==> config.mk <==
export PLATFORM = sky130hd
export DESIGN_NAME = ptc_hist_mem
export DESIGN_NICKNAME = d
export VERILOG_FILES = /design/src/hdl/ptc_pkg.sv /design/src/hdl/ptc_hist_mem.sv
export SDC_FILE = /design/constraint.sdc
export NUM_CORES = 1
export LEC_CHECK = 0
export CAP_MARGIN = 40
export CORE_UTILIZATION = 55
export CTS_CLUSTER_SIZE = 30
export DETAILED_ROUTE_END_ITERATION = 10
export DONT_BUFFER_PORTS = 1
export PLACE_DENSITY_LB_ADDON = 0.25
export SLEW_MARGIN = 20
export SYNTH_ARGS = -nofsm -noshare
export SYNTH_HDL_FRONTEND = slang
export SYNTH_SLANG_ARGS = --single-unit
==> constraint.sdc <==
create_clock -name clk -period 3.6 [get_ports clk]
set_clock_uncertainty 0.2 [all_clocks]
set_input_delay 0.54 -clock clk [delete_from_list [all_inputs] [get_ports clk]]
set_output_delay 0.54 -clock clk [all_outputs]
set_load 0.02 [all_outputs]
==> src/hdl/ptc_pkg.sv <==
package ptc_pkg;

    // Field widths
    localparam int PRESS_W  = 17;
    localparam int TIME_W   = 32;
    localparam int INTV_W   = 22;
    localparam int MINS_W   = 7;
    localparam int WIN_W    = 27;
    localparam int THR_W    = 17;
    localparam int RATE_W   = 24;
    localparam int KIND_W   = 3;
    localparam int LABEL_W  = 2;
    localparam int BASIS_W  = 24;

    // Magnitude of pressure change times the rate basis
    localparam int NUM_W    = PRESS_W + BASIS_W;

    // Port widths
    localparam int CFG_IDX_W   = 3;
    localparam int CFG_DATA_W  = 27;
    localparam int IN_TDATA_W  = 56;
    localparam int OUT_TDATA_W = 32;

    // Three hours in milliseconds
    localparam logic [BASIS_W-1:0] RATE_BASIS_MS = 24'd10800000;

    localparam logic [PRESS_W-1:0] LOW_PRESSURE_PA  = 17'd95000;
    localparam logic [PRESS_W-1:0] HIGH_PRESSURE_PA = 17'd105000;
    localparam logic [THR_W-1:0]   STABLE_BAND_PA   = 17'd100;

    localparam logic signed [RATE_W-1:0] RATE_MAX = 24'sh7FFFFF;
    localparam logic signed [RATE_W-1:0] RATE_MIN = 24'sh800000;
    localparam logic [NUM_W-1:0] RATE_MAX_MAG = 41'd8388607;
    localparam logic [NUM_W-1:0] RATE_MIN_MAG = 41'd8388608;

    // Register reset values
    localparam logic [INTV_W-1:0] SAMPLE_INTERVAL_RST = 22'd300000;
    localparam logic [MINS_W-1:0] MIN_SAMPLES_RST     = 7'd2;
    localparam logic [WIN_W-1:0]  STABLE_WINDOW_RST   = 27'd10800000;
    localparam logic [THR_W-1:0]  RAPID_FALL_RST      = 17'd300;
    localparam logic [THR_W-1:0]  LARGE_CHANGE_RST    = 17'd150;

    typedef enum logic [CFG_IDX_W-1:0] {
        CFG_SAMPLE_INTERVAL = 3'd0,
        CFG_MIN_SAMPLES     = 3'd1,
        CFG_STABLE_WINDOW   = 3'd2,
        CFG_RAPID_FALL      = 3'd3,
        CFG_LARGE_CHANGE    = 3'd4
    } cfg_index_t;

    typedef enum logic [KIND_W-1:0] {
        KIND_UNKNOWN    = 3'd0,
        KIND_STABLE     = 3'd1,
        KIND_RISING     = 3'd2,
        KIND_FALLING    = 3'd3,
        KIND_LARGE_RISE = 3'd4,
        KIND_LARGE_FALL = 3'd5,
        KIND_RAPID_FALL = 3'd6
    } kind_t;

    typedef enum logic [LABEL_W-1:0] {
        LABEL_REFERENCE   = 2'd0,
        LABEL_ATTENTION   = 2'd1,
        LABEL_HIGH        = 2'd2,
        LABEL_UNAVAILABLE = 2'd3
    } label_t;

endpackage

==> src/hdl/ptc_hist_mem.sv <==
module ptc_hist_mem
    import ptc_pkg::*;
#(
    parameter int DEPTH = 64,
    localparam int AW = $clog2(DEPTH)
)
(
    input  logic               clk,
    input  logic               we,
    input  logic [AW-1:0]      waddr,
    input  logic [PRESS_W-1:0] wdata,
    input  logic               re,
    input  logic [AW-1:0]      raddr,
    output logic [PRESS_W-1:0] rdata
);

    logic [PRESS_W-1:0] mem [DEPTH];
    logic [PRESS_W-1:0] rdata_reg;

    // Write one reading, read one with a registered output
    always_ff @(posedge clk)
    begin
        if (we)
        begin
            mem[waddr] <= wdata;
        end
        if (re)
        begin
            rdata_reg <= mem[raddr];
        end
    end

    assign rdata = rdata_reg;

endmodule

## Word-level counts from Yosys, hierarchy flattened

Memories as Yosys holds them, arrays and structs flattened. A register that Yosys moved wholly into a read port is not among the register bits.
Cells that the tools add are included.

| storage, ports and cells | value |
|---|---|
| register bits after elaboration | 0 |
| logic and storage cells | 3 |
| memory bits (writable) | 1,088 |
| memories | 1 |

| cells by class | value |
|---|---|
| muxes and demuxes | 2 |

Memories:

| memory | depth | bits a word | rd ports | clocked after memory_dff | write ports | RTL line | text |
|---|---|---|---|---|---|---|---|
| mem | 64 | 17 | 1 | 1 | 1 | ptc_hist_mem.sv:17 | `logic [PRESS_W-1:0] mem [DEPTH];` |

Operator list:

| kind | count |
|---|---|
| 1-bit two-way mux | 2 |

## Logic depth before layout (Yosys ltp)

Gate-level depths: netlist (run 1).

| depth | value |
|---|---|
| word-level depth | 2 |
| mapped depth | 9 |
| depth with buffers taken out | 5 |

## Worst setup path before layout (run 1)

Ideal clock, no wire load.

| timing | value |
|---|---|
| path kind | input to register |
| start | input waddr[3] |
| end | memory mem[48][0] (enable) |
| path slack | 0.755 ns |
| arrival time | 2.233 ns |
| data required time | 2.988 ns |
| cell stages on the path | 4 |
| library setup time | 0.412 ns |
| path through | clkbuf_1 -> nor2b_1 -> nand4b_1 -> nor3_1 |

RTL lines:

| element | RTL line | text |
|---|---|---|
| from (decl) | ptc_hist_mem.sv:10 | `input logic [AW-1:0] waddr,` |
| to (decl) | ptc_hist_mem.sv:17 |  |

Straight into the memory's write port.

==> results_dict.tcl, run 1 <==
set metrics [dict create \
    critical_path_class "flop to flop" \
    status "complete, no violations" \
    utilization_pct 62.7 \
    cap_violations 0 \
    tns_ns 0 \
    h-tree-depth 3 \
    grt_pass1_wl_mm 141 \
    dp_cells 2961 \
    netlist_instances 1953 \
    antenna_found_initial 2 \
    largest_reg_flops 1088 \
    relSlewSlack_pct 44.6 \
    finalNonFillerCells 3175 \
    route.detailed.wl_per_inst_um 30.7 \
    fp.dieW_um 280 \
    fin_crit_sh_pct 64.4 \
    clock_latency_ns 0.68 \
    final_layout_size_suffix_gt1_share_pct 23.2 \
    ys_async_sr_fraction_pct 0 \
    pwr-share-clk_pct 41.5 \
    gp_congestion 0.853 \
    ys_seq_area_share_pct 78.0 \
    track_usage_pct 25.3 \
    postRouteAntennaNets 0 \
    min_path_cells 1 \
    via_per_inst 6.41 \
    leakagePower_nw 15.2 \
    synth.largest_area_cell "edfxtp_1" \
    period_minus_slack_ns 2.32 \
    numCtsBuffers 108 \
    cts-root-buf "clkbuf_16" \
    cts_sinks 1105 \
    syn_avg_cell_area_sq_um 21.8 \
    slowest_stage "a22oi_1" \
    drc_errors 0 \
    synthFlopType "edfxtp_1" \
    hp-class "input pin to flop" \
    intPower_w 0.0210 \
    ioPinCount 49 \
    syn_nets 1985 \
    switchingPower_w 0.00534 \
    fill_cells 5026 \
    sequentialPowerShare_pct 54.5 \
    num_antenna_cells 0 \
    synth.distinct_cells 37 \
    synth-seq-cells 1105 \
    vias 20343 \
    dp_hpwl_mm 53.6 \
    grt-ovfl-total 0 \
    regToRegEndpoint "rdata[2]" \
    grt_setup_unrepaired "false" \
    yosys_warnings 0 \
    clk_path_buf_depth 3 \
    drt-initial-drc-count 2600 \
    power_frac_comb_pct 4.0 \
    max_stage_delay_ns 0.55 \
    cts.reportedPaths.clkPinSlew_ns 0.06 \
    cp_cell_sequence "mux4_2, mux2i_1, a22oi_1, o221ai_1, a211oi_1" \
    hold_start "wdata[0]" \
    max_slew.worst_pin.slew_ns 0.829 \
    arrival_ns 2.61 \
    cts_setup_buffers 0 \
    r2r_slack_ns 1.28 \
    grt_pass1_vias 20268 \
    cts_tree "yes" \
    hold_end "mem[33][0]" \
    ys_top_cells_by_area "edfxtp_1 (78%), mux4_2 (11%), mux2i_1 (3.0%), a22oi_1 (1.1%), a221oi_1 (0.89%)" \
    die_h_um 280 \
    max_freq_mhz 431 \
    syn_area_sq_mm 0.0425 \
    power_density_mw_per_mm2 551 \
    end_kind "flop" \
    coreArea_sq_mm 0.0762 \
    portBuffers 0 \
    grt_max_degree 289 \
    wl_mm 97.5 \
    cp-start-kind "flop" \
    p_sw_share_pct 20.3 \
    cp_max_fo 1 \
    fin_nets 2092 \
    vdd_ir_drop_max_mv 0.382 \
    synth_top_area_share_pct 78.0 \
    synth-edff-count 1105 \
    multiInputGateArea_sq_mm 0.00867 \
    finalHoldViolations 0 \
    r2r_start "mem[18][2]" \
    setup_viol 0 \
    drt_pass1_iterations 6 \
    initial_core_util_pct 55.8 \
    rows 101 \
    dieArea_sq_mm 0.0784 \
    regArea_sq_mm 0.0332 \
    syn_to_final_growth_pct 12.4 \
    crit_required_ns 3.89 \
    final-max-slew-violation-count 0 \
    r2r_cells 5 \
]
-- power groups by stage --
| stage | Clock (W) | Combinational, W | Sequential, W |
|---|---|---|---|
| after global routing | 0.0115 | 0.00109 | 0.0143 |
| final | 0.0109 | 0.00105 | 0.0143 |
| after global placement | 0 | 0.000756 | 0.0146 |
| after detailed placement | 0 | 0.000765 | 0.0146 |
| after CTS | 0.0110 | 0.00104 | 0.0143 |
| after floorplan | 0 | 0.000725 | 0.0146 |
-- Yosys cell counts, types with 3 or more instances --
master / instances
nor4_1: 4
nand3_1: 17
buf_6: 10
clkbuf_1: 44
buf_8: 3
a211oi_1: 23
nand2_1: 25
a22o_1: 4
a311oi_1: 4
nor2_1: 99
mux2_2: 12
a22oi_1: 63
buf_12: 4
o221ai_1: 11
nor3_1: 4
nor2b_1: 25
and4_1: 10
mux2i_1: 128
edfxtp_1: 1105
a21oi_1: 12
mux4_2: 216
buf_2: 34
nand2b_1: 3
a221oi_1: 43
nand4_1: 4
buf_4: 17
and3_1: 15
-- worst max path at each step --
stage | slack, ns | endpoint | depth (start not counted) | startpoint
3_3_place_gp | 0.97 | rdata[4] | 5 | raddr[2]
2_1_floorplan | 0.75 | mem[48][0] | 4 | waddr[3]
6_report | 1.28 | rdata[2] | 5 | mem[18][2]
5_1_grt | 1.23 | rdata[13] | 5 | mem[45][13]
4_1_cts | 1.23 | rdata[13] | 5 | mem[45][13]
3_5_place_dp | 0.85 | rdata[4] | 5 | raddr[2]
-- cell usage in the layout, fill, tap and decap left out, drive strengths merged, types with 15 or more instances in the layout --
cell	Yosys	layout
and3	15	15
nor2	99	99
nand2	25	25
mux2i	128	128
nand3	17	17
a22oi	63	63
a211oi	25	25
clkinv	0	47
nor2b	25	25
clkbuf	45	134
buf	68	109
mux4	216	216
edfxtp	1105	1105
a221oi	45	45
-- final cells by class --
type | instances | area share (%)
Clock inverter | 61 | 1.22
Inverter | 1 | 0.00786
Sequential cell | 1105 | 69.5
Clock buffer | 134 | 5.95
Timing Repair Buffer | 110 | 2.52
Multi-Input combinational cell | 734 | 18.1
Tap cell | 1030 | 2.70
-- critical path, delay by kind of cell (launching register included) --
family | cells | cell delay, ns
mux | 2 | 0.31
compound gates | 3 | 1.27
flops | 1 | 0.33
-- per-stage QoR --
step / power, W / setup slack [ns] / instance area, sq um / hold slack [ns]
after global routing: 0.0269 / 1.23 / 47800 / 0.0250
final: 0.0263 / 1.28 / 47800 / 0.0307
after CTS: 0.0264 / 1.23 / 47800 / 0.00736
after global placement: 0.0154 / 0.971 / 43800 / 0.443
after floorplan: 0.0153 / 0.755 / 42500 / 0.439
after detailed placement: 0.0154 / 0.849 / 43900 / 0.442
-- per-layer routing --
layer	vias to the layer above	wire, um	GRT usage [%]
li1	8468	-	-
met1	10773	39900	37.3
met2	950	46100	38.5
met3	148	9000	5.38
met4	4	2570	7.57
met5	-	33	0
-- logic make-up after synthesis --
kind of cell	share of synthesized area, %
flip-flops	78.0
multiplexers	14.8
AND/OR/NAND/NOR	2.42
AO/OA/AOI/OAI	3.08
buffers and inverters	1.67
-- what timing repair did --
action                                 4_1_cts  5_1_grt
setup endpoints to repair                    0        0
hold buffers                                18        0
endpoints found under the hold margin     1105        0
resized for setup                            0        0
(Power assumes the default switching activity.)
==> inputs of run 2 (changes only) <==
- ABC_AREA: not set -> 1
- clock period: 3.6 -> 2.2 ns (I/O delays scaled with it)
==> results_dict.tcl, run 2 <==
set metrics [dict create \
    max_slew.worst_pin.slew_ns 0.724 \
    cap_violations 0 \
    relSlewSlack_pct 51.6 \
    syn_avg_cell_area_sq_um 12.0 \
    place_area_sq_mm 0.0469 \
    grt-ovfl-total 0 \
    wl_met1_mm 46.4 \
    gp_congestion 0.857 \
    r2r_slack_ns 0.10 \
    switchingPower_w 0.00968 \
    wl_met2_mm 57.7 \
    portBuffers 0 \
    fin_ws_ns -0.0435 \
    postLayoutCellArea_sq_mm 0.0513 \
    yosysMostFrequentCell "nand2_1" \
    synth.largest_area_cell "edfxtp_1" \
    leakagePower_nw 18.5 \
    coreArea_sq_mm 0.0804 \
    power_frac_comb_pct 6.0 \
    ys_top_cells_by_area "edfxtp_1 (74%), nand2_1 (12%), nand3_1 (10%), buf_2 (1.5%), buf_6 (0.63%)" \
    critical_path_class "input pin to flop" \
    tns_ns -0.0435 \
    cts.reportedPaths.clkPinSlew_ns 0.06 \
    end_kind "flop" \
    p_sw_share_pct 21.8 \
    cts_tree "yes" \
    fill_cells 5959 \
    fin_nets 3879 \
    crit_top_cell "nand3_1" \
    synth_top_area_share_pct 74.4 \
    syn_nets 3763 \
    pwr-share-clk_pct 41.2 \
    synth-seq-cells 1105 \
    cts-root-buf "clkbuf_16" \
    dieArea_sq_mm 0.0823 \
    antenna_found_initial 7 \
    cts_sinks 1105 \
    finalHoldViolations 0 \
    postRouteAntennaNets 0 \
    final_layout_size_suffix_gt1_share_pct 10.6 \
    route.detailed.wl_per_inst_um 24.3 \
    vias 29793 \
    synthFlopType "edfxtp_1" \
    drt-initial-drc-count 3826 \
    yosys_warnings 0 \
    track_usage_pct 29.6 \
    setup_viol 1 \
    ys_seq_area_share_pct 74.4 \
    crit_required_ns 2.43 \
    syn_area_sq_mm 0.0446 \
    cp-start-kind "input pin" \
    via_per_inst 5.96 \
    period_minus_slack_ns 2.24 \
    grt_pass1_wl_mm 178 \
    grt_max_degree 546 \
    clk_path_buf_depth 3 \
    power_density_mw_per_mm2 865 \
    grt_setup_unrepaired "true" \
    rows 104 \
    numCtsBuffers 111 \
    vdd_ir_drop_max_mv 0.766 \
    die_h_um 287 \
    failed_checks "negative setup slack" \
    dr_wl_met3_mm 13.0 \
    wl_mm 121 \
    power_w 0.0444 \
    final-max-slew-violation-count 0 \
    ioPinCount 49 \
    fp.dieW_um 287 \
    synth.distinct_cells 16 \
    dp_hpwl_mm 63.8 \
    synth_common_cells "nand2_1 (1,377), edfxtp_1 (1,105), nand3_1 (925)" \
    synth-edff-count 1105 \
    syn_to_final_growth_pct 15.1 \
    max_freq_mhz 446 \
    largest_reg_flops 1088 \
    cp_cell_sequence "inv_8, buf_4, buf_4, nand3_1, nand3_1, nand2_1, nand2_2, nand3_1, dlygate4sd3_1, nand3_1, nand2_1" \
    slowest_stage "dlygate4sd3_1" \
    grt_pass1_vias 28158 \
    clock_latency_ns 0.68 \
    drc_errors 0 \
    status "complete, but fails checks" \
    ys_async_sr_fraction_pct 0 \
    drt_pass1_iterations 5 \
    intPower_w 0.0347 \
    fin_crit_sh_pct 102 \
    sequentialPowerShare_pct 52.9 \
    h-tree-depth 3 \
    max_stage_delay_ns 0.57 \
    regArea_sq_mm 0.0332 \
    layout_common_cells "nand2_1 (1,375), edfxtp_1 (1,105), nand3_1 (922)" \
    hp-class "input pin to flop" \
    cp_max_fo 273 \
    initial_core_util_pct 55.5 \
    multiInputGateArea_sq_mm 0.0104 \
    arrival_ns 2.48 \
    final_common_cell "nand2_1" \
    highest_layer "met5" \
    netlist_instances 3731 \
]
## run 2: cell types whose count changed after synthesis, sizes merged, moves of 15 or more
| cell | change |
|---|---|
| a221oi | -45 |
| nand3 | +908 |
| nand2 | +1352 |
| mux2i | -128 |
| nor2 | -43 |
| a211oi | -25 |
| buf | +115 |
| mux4 | -216 |
| nor2b | -25 |
| a22oi | -63 |
| and3 | -15 |
## run 2: per-stage QoR
stage,instances,hold WS (ns),setup slack (ns),util (%)
final,5001,0.0322,-0.0435,63.8
after global routing,5000,0.0237,-0.0135,63.8
after CTS,4986,0.00207,0.0817,63.6
after detailed placement,4735,0.233,-0.314,58.3
after global placement,4735,0.234,-0.289,58.3
after floorplan,3731,0.229,-0.387,-
## run 2: cell type report
class | count | share of cell area [%]
flip-flops and latches | 1105 | 64.6
multi-input cells | 2375 | 20.2
clock buffers | 137 | 5.68
repair buffers | 241 | 5.52
well taps | 1060 | 2.58
clock inverters | 66 | 1.12
inverters | 12 | 0.158
repair inverters | 1 | 0.0219
diodes | 4 | 0.0195
## run 2: critical path: cells and delay by family
| family | cells | cell delay, ns |
|---|---|---|
| AND/OR/NAND/NOR | 7 | 0.59 |
| buffers and inverters | 4 | 1.37 |
## run 2: power by group through the flow
stage / logic, W / registers, W / clock network, W
3_3_place_gp: 0.00196 / 0.0239 / 0
4_1_cts: 0.00259 / 0.0235 / 0.0184
5_1_grt: 0.00286 / 0.0235 / 0.0192
2_1_floorplan: 0.00152 / 0.0239 / 0
6_report: 0.00266 / 0.0235 / 0.0183
3_5_place_dp: 0.00198 / 0.0239 / 0
## run 2: timing repair
action,CTS,global route
setup endpoints to repair,0,3
buffers inserted,0,6
endpoints found under the hold margin,1242,1
gates resized for setup,0,8
hold buffers,48,1
## run 2: logic make-up (layout without fill, tap and decap cells)
kind of cell / after synthesis / in the layout / synth area share (%)
simple gates: 2375 / 2375 / 22.7
flops: 1105 / 1105 / 74.4
buf+inv: 251 / 457 / 2.96
other cells: 0 / 4 / 0
## run 2: worst paths after layout
| path | cells after the start | to | startpoint |
|---|---|---|---|
| worst min register to register | 8 | rdata[10] | mem[20][10] |
| worst min-delay path | 3 | rdata[3] | raddr[4] |
| worst max-delay path | 11 | rdata[9] | raddr[1] |
| worst max register to register | 9 | rdata[4] | mem[43][4] |
## run 2: layer usage
layer	vias to the layer above	track usage, %
li1	13405	-
met5	-	0
met2	1592	46.9
met3	246	6.69
met1	14546	40.1
met4	4	11.1
