## config.mk

```make
export PLATFORM = sky130hd
export DESIGN_NAME = ptc_divider
export DESIGN_NICKNAME = d
export VERILOG_FILES = /design/src/hdl/ptc_pkg.sv /design/src/hdl/ptc_divider.sv
export SDC_FILE = /design/constraint.sdc
export NUM_CORES = 1
export LEC_CHECK = 0
export BUFFER_PORTS_ARGS = -buffer_cell sky130_fd_sc_hd__buf_4
export CORE_MARGIN = 2
export CORE_UTILIZATION = 55
export DETAILED_ROUTE_END_ITERATION = 12
export GPL_TIMING_DRIVEN = 0
export PLACE_DENSITY = 0.79
export SETUP_SLACK_MARGIN = 0.4
export SLEW_MARGIN = 0
export SYNTH_ARGS = -nofsm -noshare
export SYNTH_HDL_FRONTEND = slang
export SYNTH_SLANG_ARGS = --single-unit
```

## constraint.sdc

```tcl
create_clock -name clk -period 5.9 [get_ports clk]
set_clock_uncertainty 0.15 [all_clocks]
set_input_delay 1.18 -clock clk [delete_from_list [all_inputs] [get_ports clk]]
set_output_delay 1.18 -clock clk [all_outputs]
set_load 0.03 [all_outputs]
```

## src/hdl/ptc_pkg.sv

```systemverilog
package ptc_pkg;

    // Field widths
    localparam int PRESS_W  = 17;
    localparam int TIME_W   = 32;
    localparam int INTV_W   = 22;
    localparam int MINS_W   = 7;
    localparam int WIN_W    = 27;
    localparam int THR_W    = 17;
    localparam int RATE_W   = 24;
    localparam int KIND_W   = 3;
    localparam int LABEL_W  = 2;
    localparam int BASIS_W  = 24;

    // Magnitude of pressure change times the rate basis
    localparam int NUM_W    = PRESS_W + BASIS_W;

    // Port widths
    localparam int CFG_IDX_W   = 3;
    localparam int CFG_DATA_W  = 27;
    localparam int IN_TDATA_W  = 56;
    localparam int OUT_TDATA_W = 32;

    // Three hours in milliseconds
    localparam logic [BASIS_W-1:0] RATE_BASIS_MS = 24'd10800000;

    localparam logic [PRESS_W-1:0] LOW_PRESSURE_PA  = 17'd95000;
    localparam logic [PRESS_W-1:0] HIGH_PRESSURE_PA = 17'd105000;
    localparam logic [THR_W-1:0]   STABLE_BAND_PA   = 17'd100;

    localparam logic signed [RATE_W-1:0] RATE_MAX = 24'sh7FFFFF;
    localparam logic signed [RATE_W-1:0] RATE_MIN = 24'sh800000;
    localparam logic [NUM_W-1:0] RATE_MAX_MAG = 41'd8388607;
    localparam logic [NUM_W-1:0] RATE_MIN_MAG = 41'd8388608;

    // Register reset values
    localparam logic [INTV_W-1:0] SAMPLE_INTERVAL_RST = 22'd300000;
    localparam logic [MINS_W-1:0] MIN_SAMPLES_RST     = 7'd2;
    localparam logic [WIN_W-1:0]  STABLE_WINDOW_RST   = 27'd10800000;
    localparam logic [THR_W-1:0]  RAPID_FALL_RST      = 17'd300;
    localparam logic [THR_W-1:0]  LARGE_CHANGE_RST    = 17'd150;

    typedef enum logic [CFG_IDX_W-1:0] {
        CFG_SAMPLE_INTERVAL = 3'd0,
        CFG_MIN_SAMPLES     = 3'd1,
        CFG_STABLE_WINDOW   = 3'd2,
        CFG_RAPID_FALL      = 3'd3,
        CFG_LARGE_CHANGE    = 3'd4
    } cfg_index_t;

    typedef enum logic [KIND_W-1:0] {
        KIND_UNKNOWN    = 3'd0,
        KIND_STABLE     = 3'd1,
        KIND_RISING     = 3'd2,
        KIND_FALLING    = 3'd3,
        KIND_LARGE_RISE = 3'd4,
        KIND_LARGE_FALL = 3'd5,
        KIND_RAPID_FALL = 3'd6
    } kind_t;

    typedef enum logic [LABEL_W-1:0] {
        LABEL_REFERENCE   = 2'd0,
        LABEL_ATTENTION   = 2'd1,
        LABEL_HIGH        = 2'd2,
        LABEL_UNAVAILABLE = 2'd3
    } label_t;

endpackage

```

## src/hdl/ptc_divider.sv

```systemverilog
module ptc_divider
    import ptc_pkg::*;
#(
    parameter int DSOR_W = 29
)
(
    input  logic              clk,
    input  logic              rst_n,
    input  logic              start,
    input  logic [NUM_W-1:0]  dividend,
    input  logic [DSOR_W-1:0] divisor,
    output logic              done,
    output logic [NUM_W-1:0]  quotient
);

    localparam int CNT_W = $clog2(NUM_W + 1);

    logic              busy_reg, busy_next;
    logic              done_reg, done_next;
    logic [CNT_W-1:0]  cnt_reg, cnt_next;
    logic [DSOR_W-1:0] rem_reg, rem_next;
    logic [NUM_W-1:0]  quo_reg, quo_next;

    logic [DSOR_W:0]   rem_sh;
    logic [DSOR_W:0]   rem_sub;
    logic              fits;

    // One quotient bit per cycle, restoring
    always_comb
    begin
        rem_sh  = {rem_reg, quo_reg[NUM_W-1]};
        rem_sub = rem_sh - {1'b0, divisor};
        fits    = (rem_sh >= {1'b0, divisor});

        busy_next = busy_reg;
        done_next = 1'b0;
        cnt_next  = cnt_reg;
        rem_next  = rem_reg;
        quo_next  = quo_reg;

        if (start)
        begin
            busy_next = 1'b1;
            cnt_next  = CNT_W'(NUM_W);
            rem_next  = '0;
            quo_next  = dividend;
        end
        else if (busy_reg)
        begin
            rem_next = fits ? rem_sub[DSOR_W-1:0] : rem_sh[DSOR_W-1:0];
            quo_next = {quo_reg[NUM_W-2:0], fits};
            cnt_next = cnt_reg - 1'b1;
            if (cnt_reg == CNT_W'(1))
            begin
                busy_next = 1'b0;
                done_next = 1'b1;
            end
        end
    end

    always_ff @(posedge clk or negedge rst_n)
    begin
        if (!rst_n)
        begin
            busy_reg <= 1'b0;
            done_reg <= 1'b0;
            cnt_reg  <= '0;
        end
        else
        begin
            busy_reg <= busy_next;
            done_reg <= done_next;
            cnt_reg  <= cnt_next;
        end
    end

    always_ff @(posedge clk)
    begin
        rem_reg <= rem_next;
        quo_reg <= quo_next;
    end

    assign done     = done_reg;
    assign quotient = quo_reg;

endmodule

```

**Word-level counts from Yosys, hierarchy flattened**

Cells that the tools add are included.

- Input port bits: 73
- Logic and storage cells: 21
- Output and inout bits: 42
- Bits in registers: 78

- Add/sub/neg operators: 2
- Mux-type cells: 11
- Eq/ne operators: 1
- Magnitude comparators: 1
- Reduce and logical (&&, ||, !) cells: 1

Operator list:

| cell | number |
|---|---|
| 2-to-1 mux 41 bit | 2 |
| >= comparator 30 x 29 -> 1 bit | 1 |
| 2-to-1 mux 29 bit | 1 |
| subtractor 29 bit | 1 |
| 2-to-1 mux 6 bit | 2 |
| equality test 6 x 1 -> 1 bit (second input constant) | 1 |
| 2-to-1 mux 1 bit | 6 |
| subtractor 6 x 1 -> 6 bit (second input constant) | 1 |
| nonzero test 2 bit | 1 |

**Logic depth before layout (Yosys ltp)**

Gate-level depths: netlist of run 1.

- Depth after elaboration: 4
- Mapped depth: 13
- Mapped depth without buffers: 12

**Least setup slack after synthesis of run 1**

Ideal clock, no wire load.

- Path kind: in2reg
- Start point: input divisor[0]
- End point: register rem_reg[1]
- Slack: 2053 ps
- Stages on the path: 11
- Arrival time: 3591 ps
- Data required time: 5644 ps
- Library setup time: 106 ps
- Cells stage by stage: ha_1 > fa_1 > nand2b_1 > a21oi_1 > o41a_1 > a41oi_2 > o21ba_1 > o21ai_1 > a21oi_4 > or4b_1 > o311ai_0

- Cells in the longest elaborated chain, start to end: 2

RTL lines:

| item | RTL line | RTL |
|---|---|---|
| start: declaration | ptc_divider.sv:11 | `input logic [DSOR_W-1:0] divisor,` |
| subtractor 29 bit or >= comparator 30 x 29 -> 1 bit (tied branches) | ptc_divider.sv:32, ptc_divider.sv:33 |  |
| 2-to-1 mux 29 bit (*) | ptc_divider.sv:50 | `rem_next = fits ? rem_sub[DSOR_W-1:0] : rem_sh[DSOR_W-1:0];` |
| end signal: assignment | ptc_divider.sv:79 | `rem_reg <= rem_next;` |
| end: declaration | ptc_divider.sv:21 | `logic [DSOR_W-1:0] rem_reg, rem_next;` |

Every way passes the cells marked *; elsewhere a longest branch is shown, timed or not.
A chain may end at the register's enable or synchronous reset.

**Final worst setup path of run 1**

- Start point: input divisor[0]
- End point: register rem_reg[20]

Same word-level chain as after synthesis.

==> impl_metrics.env, run 1 <==
export IMPL_cts_made_buffers=9
export IMPL_final_common_cell="buf_4"
export IMPL_rsz0062_at_grt="false"
export IMPL_cellLeakagePower_nw=2.969
export IMPL_cts_root_buf="clkbuf_8"
export IMPL_syn_area_per_cell_um2=10.04
export IMPL_yosys_area_top_type_share_pct=24.33
export IMPL_maxSlewViolCount=0
export IMPL_cts_hold_buf=0
export IMPL_pin_count=115
export IMPL_synth_cell_type_count=62
export IMPL_tns_ps=0
export IMPL_cts_sinks=78
export IMPL_vias=4262
export IMPL_cpMaxStageDelayCell="o21ai_0"
export IMPL_areaGrowthSynthToFinish_pct=23.26
export IMPL_path_class="in2reg"
export IMPL_fin_nets=734
export IMPL_synth_area_top_cells="edfxtp_1 24%, dfxtp_1 11%, mux2_2 8.9%"
export IMPL_avgViaCountPerCell=5.721
export IMPL_globalplace_congestion=0.8631
export IMPL_numPortBuffers=114
export IMPL_hpwlAfterDp_um=9296
export IMPL_firstDrtPassIters=4
export IMPL_placed_cells=729
export IMPL_cts_tree="built"
export IMPL_core_area_um2=9065
export IMPL_relSlewSlack_pct=43.79
export IMPL_fp_dieW_um=99.93
export IMPL_h_tree_depth=3
export IMPL_drc=0
export IMPL_synth_edf_count=41
export IMPL_grt_max_degree=42
export IMPL_path_depth=12
export IMPL_path_cells="buf_4 -> ha_1 -> fa_1 -> nand2b_1 -> a21oi_1 -> o41a_1 -> a221oi_1 -> o21ai_0 -> a41oi_1 -> xnor2_1 -> mux2i_1 -> a211oi_1"
export IMPL_synthArstFlopShare_pct=10.26
export IMPL_grt_pass1_vias=4158
export IMPL_worst_path_buf_inv=1
export IMPL_die_area_um2=9985
export IMPL_cts_clk_slew_worst_paths_ps=90
export IMPL_critPathCapture="rem_reg[20]"
export IMPL_die_height_um=99.93
export IMPL_globalRouteOverflowTotal=0
export IMPL_wl_um=12200
export IMPL_setup_viol_count_final=0
export IMPL_grt_pass1_wl_um=19550
export IMPL_most_common_layout_cells="115 x buf_4, 46 x nor2_1, 41 x edfxtp_1"
export IMPL_antenna_diode_count=0
export IMPL_power_density_nw_per_um2=389.3
export IMPL_r2r_end="rem_reg[20]"
export IMPL_clock_latency_ps=350
export IMPL_worstPathRequired_ps=6020
export IMPL_synthCells=504
export IMPL_rows=35
export IMPL_crit_family="compound AO/OA/AOI/OAI gates"
export IMPL_ff2ff_setup_slack_ps=2330
export IMPL_synth_nets=609
export IMPL_maxCapViolCount=0
export IMPL_netlist_area_um2=5061
export IMPL_tightest_slew_ps=842.0
export IMPL_crit_path_start_kind="primary input"
export IMPL_drtAntennaViolNets=0
export IMPL_drtIter0Drc=181
export IMPL_cts_post_setup_buffers_inserted=0
export IMPL_fin_cells=745
export IMPL_hold_class="reg2reg"
export IMPL_antenna_found_initial=0
export IMPL_largest_reg_flops=41
export IMPL_status="finished, final reports clean"
export IMPL_yosysTopAreaCell="edfxtp_1"
export IMPL_yosysWarnings=0
export IMPL_final_hold_viol_count=0
export IMPL_grt_usage_pct=24.44
export IMPL_reg2reg_from="quotient[40]"
export IMPL_crit_path_start="divisor[0]"
export IMPL_max_freq_ghz=0.2516
export IMPL_clockBufferDepth=2
export IMPL_finalCritPeriodShare_pct=67.38
export IMPL_rr_worst_depth=12
export IMPL_wl_per_cell_um=16.38
export IMPL_min_period_ps=3975
export IMPL_critical_path_arrival_ps=4090
export IMPL_cp_max_fo=4
export IMPL_cts_resized_gates=0
export IMPL_ys_flop_type="edfxtp_1"
export IMPL_ys_ff_latch=78
export IMPL_cpPeakStageDelay_ps=590
export IMPL_floorplan_initialDensity_pct=55.83
export IMPL_crit_path_end_kind="flop"
export IMPL_ir_drop_v=0.0002500
export IMPL_seq_area_frac_synth_pct=39.75
export IMPL_drive_gt1_share_pct=28.86
==> layer usage <==
metal,vias to the layer above,global-route usage [%],part of all wire (%)
li1,2094,-,-
met1,2018,30.51,44
met2,142,44.44,50
met3,8,3.621,5.5
met4,0,6.112,0.68
met5,-,0,0
==> area by class of cell <==
type / instances / area (um^2)
buffer: 27 / 127.6
fill: 715 / 2826
clock inverter: 7 / 58.81
inverter: 38 / 142.6
sequential: 78 / 2012
timing repair buffer: 114 / 855.8
multi-input combinational: 361 / 2779
tap: 111 / 138.9
clock buffer: 9 / 123.9
==> how the worst min path moves through the flow <==
stage | startpoint | end | slack, ps | cells after the start
finish | rem_reg[17] | rem_reg[17] | 360 | 2
CTS | rem_reg[28] | rem_reg[28] | 360 | 2
global route | rem_reg[4] | rem_reg[4] | 390 | 2
detailed placement | rem_reg[28] | rem_reg[28] | 350 | 2
global placement | rem_reg[2] | rem_reg[2] | 340 | 2
floorplan | rem_reg[27] | rem_reg[28] | 320 | 2
==> logic make-up (layout without fill, tap and decap cells) <==
| group | after synthesis | in the layout | share of synthesized area [%] |
|---|---|---|---|
| xor+xnor | 30 | 30 | 5.192 |
| fa+ha+maj | 32 | 32 | 8.059 |
| mux | 63 | 63 | 13.45 |
| buf+inv | 65 | 195 | 5.340 |
| simple gates | 122 | 122 | 11.99 |
| compound gates | 114 | 114 | 16.22 |
| flops | 78 | 78 | 39.75 |
==> report_power, final <==
| part | internal (mW) | total, mW | leakage (nW) | switching (mW) |
|---|---|---|---|---|
| sequential | 0.698 | 0.794 | 0.764 | 0.0958 |
| clock | 0.159 | 0.377 | 0.0917 | 0.219 |
| combinational | 0.580 | 1.26 | 2.11 | 0.677 |
==> worst reg2reg max path, cell delays in order (launching register included) <==
cell and delay, ps:
edfxtp_1 480, inv_1 70, ha_1 200, fa_1 410, nand2b_1 180, a21oi_1 190, o41a_1 300, a221oi_1 160
o21ai_0 590, a41oi_1 250, xnor2_1 200, mux2i_1 90, a211oi_1 220
==> stage by stage <==
step	hold WS, ps	instance area, um^2	utilization [%]	total power [mW]	setup slack [ps]
finish	360.4	6238	68.82	2.428	1925
global route	389.0	6238	68.82	2.589	1681
floorplan	325.0	5061	-	1.743	2053
CTS	363.9	6238	68.82	2.426	1979
detailed placement	350.7	6056	66.80	2.041	1635
global placement	341.6	6056	66.80	2.010	1668
==> Yosys cell counts, types with 2 or more instances <==
cell type and number:
a2111oi_0 2, a211o_1 2, a211oi_1 24, a21o_1 10
a21oi_1 24, a221oi_1 4, a311oi_1 3, a31o_2 3
a31oi_1 2, and2_1 5, and3_1 5, buf_8 2
clkbuf_1 23, dfrtp_1 8, dfxtp_1 29, edfxtp_1 41
ha_1 31, inv_1 38, mux2_2 40, mux2i_1 23
nand2_1 24, nand2b_1 11, nand3_1 5, nand3b_1 2
nand4_1 6, nand4b_1 2, nor2_1 46, nor3_1 2
nor3b_1 2, nor4_1 3, nor4b_1 2, o211a_1 2
o21a_1 2, o21ai_0 14, o21ai_1 2, o21bai_1 5
o311ai_0 2, xnor2_1 20, xor2_1 10
Note: power is estimated with default switching activity, not from simulation.
==> inputs of run 2 (changes only) <==
--- a/config.mk
+++ b/config.mk
@@ -7,10 +7,10 @@
 export LEC_CHECK = 0
 export BUFFER_PORTS_ARGS = -buffer_cell sky130_fd_sc_hd__buf_4
 export CORE_MARGIN = 2
-export CORE_UTILIZATION = 55
+export CORE_UTILIZATION = 50
 export DETAILED_ROUTE_END_ITERATION = 12
 export GPL_TIMING_DRIVEN = 0
-export PLACE_DENSITY = 0.79
+export PLACE_DENSITY = 0.76
 export SETUP_SLACK_MARGIN = 0.4
 export SLEW_MARGIN = 0
 export SYNTH_ARGS = -nofsm -noshare
==> constraint.sdc (replaced) <==
create_clock -name clk -period 3.35 [get_ports clk]
set_clock_uncertainty 0.15 [all_clocks]
set_input_delay 0.67 -clock clk [delete_from_list [all_inputs] [get_ports clk]]
set_output_delay 0.67 -clock clk [all_outputs]
set_load 0.03 [all_outputs]
==> run 2 against run 1 <==
Compared with the run above: count of clock-buffer cells in the layout unchanged; die area up 9.6%; flip-flop and latch count unchanged; worst setup slack worse by 1700 ps; via count up 2.3%; sequential share of layout area down 2.5 points; global-route usage down 1.1 points; critical path type is now reg2reg; critical endpoint is now rem_reg[13]; largest cell class unchanged; highest routed layer unchanged.
==> impl_metrics.env, run 2 (synthesis gave the netlist of run 1 again) <==
export IMPL_floorplan_initialDensity_pct=51.54
export IMPL_final_common_cell="buf_4"
export IMPL_cts_made_buffers=9
export IMPL_worst_path_buf_inv=3
export IMPL_clock_latency_ps=350
export IMPL_wl_per_cell_um=16.48
export IMPL_vias=4359
export IMPL_critical_path_arrival_ps=3180
export IMPL_clockBufferDepth=2
export IMPL_crit_path_end_kind="flop"
export IMPL_setup_slack_ps=239.3
export IMPL_cpPeakStageDelay_ps=410
export IMPL_numPortBuffers=114
export IMPL_routed_wl_met2_um=6070
export IMPL_dpl_instance_area_um2=6225
export IMPL_cellLeakagePower_nw=3.111
export IMPL_drc=0
export IMPL_cpMaxStageDelayCell="edfxtp_1"
export IMPL_grt_pass1_wl_um=20600
export IMPL_largest_reg_flops=41
export IMPL_top_layer="met4"
export IMPL_status="finished, final reports clean"
export IMPL_path_class="reg2reg"
export IMPL_grt_max_degree=42
export IMPL_globalRouteOverflowTotal=0
export IMPL_firstDrtPassIters=4
export IMPL_hold_class="reg2reg"
export IMPL_path_common_cell="a21oi_4"
export IMPL_grt_pass1_vias=4243
export IMPL_setup_viol_count_final=0
export IMPL_drtAntennaViolNets=0
export IMPL_hpwlAfterDp_um=9313
export IMPL_grt_usage_pct=23.38
export IMPL_die_height_um=104.6
export IMPL_tightest_slew_ps=832.8
export IMPL_most_common_layout_cells="123 x buf_4, 46 x nor2_1, 41 x edfxtp_1"
export IMPL_drive_gt1_share_pct=36.29
export IMPL_drtIter0Drc=198
export IMPL_pin_count=115
export IMPL_relSlewSlack_pct=44.40
export IMPL_final_area_um2=6764
export IMPL_crit_path_start_kind="flop"
export IMPL_power_density_nw_per_um2=736.4
export IMPL_worstPathRequired_ps=3420
export IMPL_globalplace_congestion=0.8682
export IMPL_h_tree_depth=3
export IMPL_avgViaCountPerCell=5.546
export IMPL_rows=36
export IMPL_final_util_pct=68.88
export IMPL_cp_max_fo=7
export IMPL_cts_tree="built"
export IMPL_m1WireLength_um=5808
export IMPL_finalCritPeriodShare_pct=92.86
export IMPL_ff2ff_setup_slack_ps=240
export IMPL_wl_um=12950
export IMPL_core_area_um2=9819
export IMPL_path_cells="inv_2 -> ha_4 -> fa_2 -> nand2b_4 -> a21oi_4 -> o41a_1 -> a41oi_2 -> o21ba_4 -> o21ai_4 -> a21oi_4 -> buf_4 -> buf_16 -> mux2i_2 -> a211oi_2"
export IMPL_antenna_found_initial=0
export IMPL_fp_dieW_um=104.6
export IMPL_cts_root_buf="clkbuf_8"
export IMPL_ir_drop_v=0.0003841
export IMPL_final_hold_viol_count=0
export IMPL_fin_nets=753
export IMPL_areaGrowthSynthToFinish_pct=33.65
export IMPL_die_area_um2=10940
export IMPL_crit_family="compound AO/OA/AOI/OAI gates"
export IMPL_rsz0062_at_grt="true"
export IMPL_tns_ps=0
export IMPL_holdWs_ps=358.4
export IMPL_cts_sinks=78
export IMPL_dp_slack_ps=-128.4
export IMPL_antenna_diode_count=0
export IMPL_cts_clk_slew_worst_paths_ps=90
export IMPL_min_period_ps=3111
export IMPL_wl_met3_um=854
export IMPL_max_freq_ghz=0.3215
export IMPL_maxCapViolCount=0
export IMPL_maxSlewViolCount=0
## run 2: repair_timing
item | 4_1_cts | 5_1_grt
hold buffers | 1 | 0
resized for setup | 15 | 20
pin swaps | 6 | 7
cloned | 2 | 0
setup endpoints to repair | 30 | 30
setup buffers | 14 | 2
endpoints found under the hold margin | 8 | 0
## run 2: per-stage QoR
stage / cells / power, mW
finish: 786 / 4.981
global route: 786 / 5.274
CTS: 784 / 4.801
detailed placement: 751 / 3.717
global placement: 751 / 3.653
floorplan: 504 / 3.180
## run 2: worst paths after layout
check / startpoint / end / depth (start not counted)
hold reg to reg: rem_reg[28] / rem_reg[28] / 2
hold / removal: rem_reg[28] / rem_reg[28] / 2
min in group asynchronous: rst_n / cnt_reg[3] / 2
setup / recovery: quotient[40] / rem_reg[13] / 14
max in group asynchronous: rst_n / cnt_reg[4] / 2
setup reg to reg: quotient[40] / rem_reg[13] / 14
## run 2: final cells by class
class | instances | area, um^2
timing repair buffer | 133 | 1067
tap | 133 | 166.4
clock buffer | 9 | 123.9
clock inverter | 7 | 73.82
inverter | 38 | 142.6
fill | 746 | 3055
sequential | 78 | 2012
buffer | 27 | 148.9
multi-input combinational | 361 | 3029
## run 2: routing by layer
layer	vias to the layer above	track usage, %
met2	160	40.38
met3	16	4.242
li1	2134	-
met5	-	0
met4	0	6.571
met1	2049	30.06
## run 2: power breakdown
| part | total (mW) | switching [mW] | internal, mW |
|---|---|---|---|
| logic | 2.85 | 1.40 | 1.45 |
| clock network | 0.713 | 0.366 | 0.347 |
| registers | 1.41 | 0.185 | 1.23 |
## run 2: tightest hold or removal path: cells and delay by family, from the launching register on
family / cells / cell delay (ps)
AOI/OAI and AO/OA: 1 / 50
and+or+nand+nor: 1 / 100
DFF: 1 / 320
==> inputs of run 3 (changes only) <==
--- a/config.mk
+++ b/config.mk
@@ -7,10 +7,10 @@
 export LEC_CHECK = 0
 export BUFFER_PORTS_ARGS = -buffer_cell sky130_fd_sc_hd__buf_4
 export CORE_MARGIN = 2
-export CORE_UTILIZATION = 50
+export CORE_UTILIZATION = 40
 export DETAILED_ROUTE_END_ITERATION = 12
 export GPL_TIMING_DRIVEN = 0
-export PLACE_DENSITY = 0.76
+export PLACE_DENSITY = 0.62
 export SETUP_SLACK_MARGIN = 0.4
 export SLEW_MARGIN = 0
 export SYNTH_ARGS = -nofsm -noshare
==> run 3 against run 2 <==
Compared with the run above: register-to-register slack improved by 60 ps; flip-flop and latch count unchanged; clock power increased by 39%; non-clock buffer count decreased by 3; design area increased by 1.5%; critical path depth increased by 1; wire length decreased by 0.60%; sequential power about the same; die area increased by 24%; critical path type is now in2reg; critical endpoint is now rem_reg[9]; largest cell class unchanged; highest routed layer unchanged.
==> impl_metrics.env, run 3 (synthesis gave the netlist of run 1 again) <==
export IMPL_status="finished, final reports clean"
export IMPL_areaGrowthSynthToFinish_pct=35.62
export IMPL_die_height_um=116.5
export IMPL_holdWs_ps=355.6
export IMPL_fin_nets=750
export IMPL_h_tree_depth=3
export IMPL_drive_gt1_share_pct=36.31
export IMPL_path_common_cell="buf_4"
export IMPL_grt_usage_pct=19.01
export IMPL_ff2ff_setup_slack_ps=300
export IMPL_most_common_layout_cells="125 x buf_4, 46 x nor2_1, 41 x edfxtp_1"
export IMPL_grt_pass1_vias=4103
export IMPL_drc=0
export IMPL_grt_max_degree=42
export IMPL_min_to="rem_reg[9]"
export IMPL_hpwlAfterDp_um=9585
export IMPL_largest_reg_flops=41
export IMPL_power_density_nw_per_um2=746.4
export IMPL_wl_um=12870
export IMPL_vias=4202
export IMPL_wl_per_cell_um=15.66
export IMPL_globalRouteOverflowTotal=0
export IMPL_fp_dieW_um=116.5
export IMPL_firstDrtPassIters=4
export IMPL_finalCritPeriodShare_pct=91.82
export IMPL_final_hold_viol_count=0
export IMPL_path_cells="buf_4 -> inv_1 -> ha_1 -> clkbuf_2 -> a21oi_2 -> o21bai_1 -> a41o_1 -> a41oi_2 -> o21ba_4 -> o21ai_4 -> a21oi_4 -> buf_4 -> buf_8 -> mux2i_2 -> a211oi_1"
export IMPL_setup_slack_ps=274.1
export IMPL_ir_drop_v=0.0004288
export IMPL_relSlewSlack_pct=43.94
export IMPL_path_class="in2reg"
export IMPL_drtIter0Drc=221
export IMPL_pin_count=115
export IMPL_tns_ps=0
export IMPL_crit_path_start_kind="primary input"
export IMPL_power_mw=5.123
export IMPL_worst_path_buf_inv=5
export IMPL_avgViaCountPerCell=5.112
export IMPL_hold_class="reg2reg"
export IMPL_cpPeakStageDelay_ps=280
export IMPL_floorplan_initialDensity_pct=40.60
export IMPL_hp_start="rem_reg[9]"
export IMPL_crit_family="compound AO/OA/AOI/OAI gates"
export IMPL_final_common_cell="buf_4"
export IMPL_clock_latency_ps=340
export IMPL_r2r_end="rem_reg[9]"
export IMPL_globalplace_congestion=0.8722
export IMPL_min_period_ps=3076
export IMPL_core_area_um2=12470
export IMPL_cts_sinks=78
export IMPL_rows=41
export IMPL_crit_path_end_kind="flop"
export IMPL_numPortBuffers=114
export IMPL_rsz0062_at_grt="true"
export IMPL_die_area_um2=13570
export IMPL_path_depth=15
export IMPL_drtAntennaViolNets=0
export IMPL_setup_viol_count_final=0
export IMPL_cp_max_fo=7
export IMPL_hold_depth=2
export IMPL_cellLeakagePower_nw=3.154
export IMPL_cpMaxStageDelayCell="ha_1"
export IMPL_dp_slack_ps=-164.7
export IMPL_antenna_found_initial=0
export IMPL_antenna_diode_count=0
export IMPL_rr_worst_depth=14
export IMPL_tightest_slew_ps=839.6
export IMPL_grt_pass1_wl_um=19970
export IMPL_cts_tree="built"
export IMPL_cts_made_buffers=9
export IMPL_clockBufferDepth=2
export IMPL_filler_cell_count=1145
export IMPL_cts_root_buf="clkbuf_16"
export IMPL_final_util_pct=55.06
export IMPL_maxCapViolCount=0
export IMPL_maxSlewViolCount=0
export IMPL_worstPathRequired_ps=3400
export IMPL_critical_path_arrival_ps=3120
export IMPL_reg2reg_from="quotient[40]"
export IMPL_cts_clk_slew_worst_paths_ps=60
export IMPL_max_freq_ghz=0.3251
==> run 3: worst register-to-register path, stage by stage (launching register included) <==
cell      delay (ps)
edfxtp_1         420
inv_2             90
ha_4             130
fa_2             200
nand2b_4         130
a21oi_2           50
o41a_1           360
a41oi_2          260
o21ba_4          190
o21ai_4           60
a21oi_4          250
buf_4            170
buf_8            120
mux2i_2          230
a211oi_1         100
==> run 3: how the worst max path moves through the flow <==
stage | to | from
final | rem_reg[9] | divisor[12]
after global routing | rem_reg[9] | quotient[40]
after CTS | rem_reg[19] | quotient[40]
after detailed placement | rem_reg[1] | divisor[0]
after global placement | rem_reg[6] | divisor[0]
after floorplan | rem_reg[1] | divisor[0]
==> run 3: per-layer routing <==
layer	vias up	global-route usage, %	wire length (um)
met4	0	7.778	233
met2	130	31.82	5920
met5	-	0	0
met1	1926	24.27	5847
li1	2130	-	-
met3	16	3.529	872
==> run 3: metrics by stage <==
stage               area, um^2  instances
detailed placement        6274        790
CTS                       6736        818
finish                    6864        822
global placement          6274        790
global route              6864        822
floorplan                 5202        504
==> run 3: final cells by class <==
| cell class | instances | area, um^2 | area share (%) |
|---|---|---|---|
| Buffer | 27 | 151.4 | 2.206 |
| Clock buffer | 9 | 225.2 | 3.281 |
| Clock inverter | 7 | 72.57 | 1.057 |
| Inverter | 38 | 142.6 | 2.078 |
| Multi-Input combinational cell | 361 | 3019 | 43.98 |
| Sequential cell | 78 | 2012 | 29.31 |
| Tap cell | 172 | 215.2 | 3.135 |
| Timing Repair Buffer | 130 | 1026 | 14.95 |
==> run 3: where the power goes <==
group	switching [mW]	leakage, nW	internal, mW
registers	0.177	0.764	1.23
clock network	0.411	0.142	0.580
logic	1.35	2.25	1.37
total	1.94	3.15	3.18
==> run 3: timing repair <==
item / 4_1_cts / 5_1_grt
pin swaps: 1 / 5
resized for setup: 9 / 24
setup endpoints to repair: 30 / 30
gates cloned: 2 / 0
setup buffers: 9 / 4
hold endpoints to repair: 8 / 0
hold buffers: 1 / 0
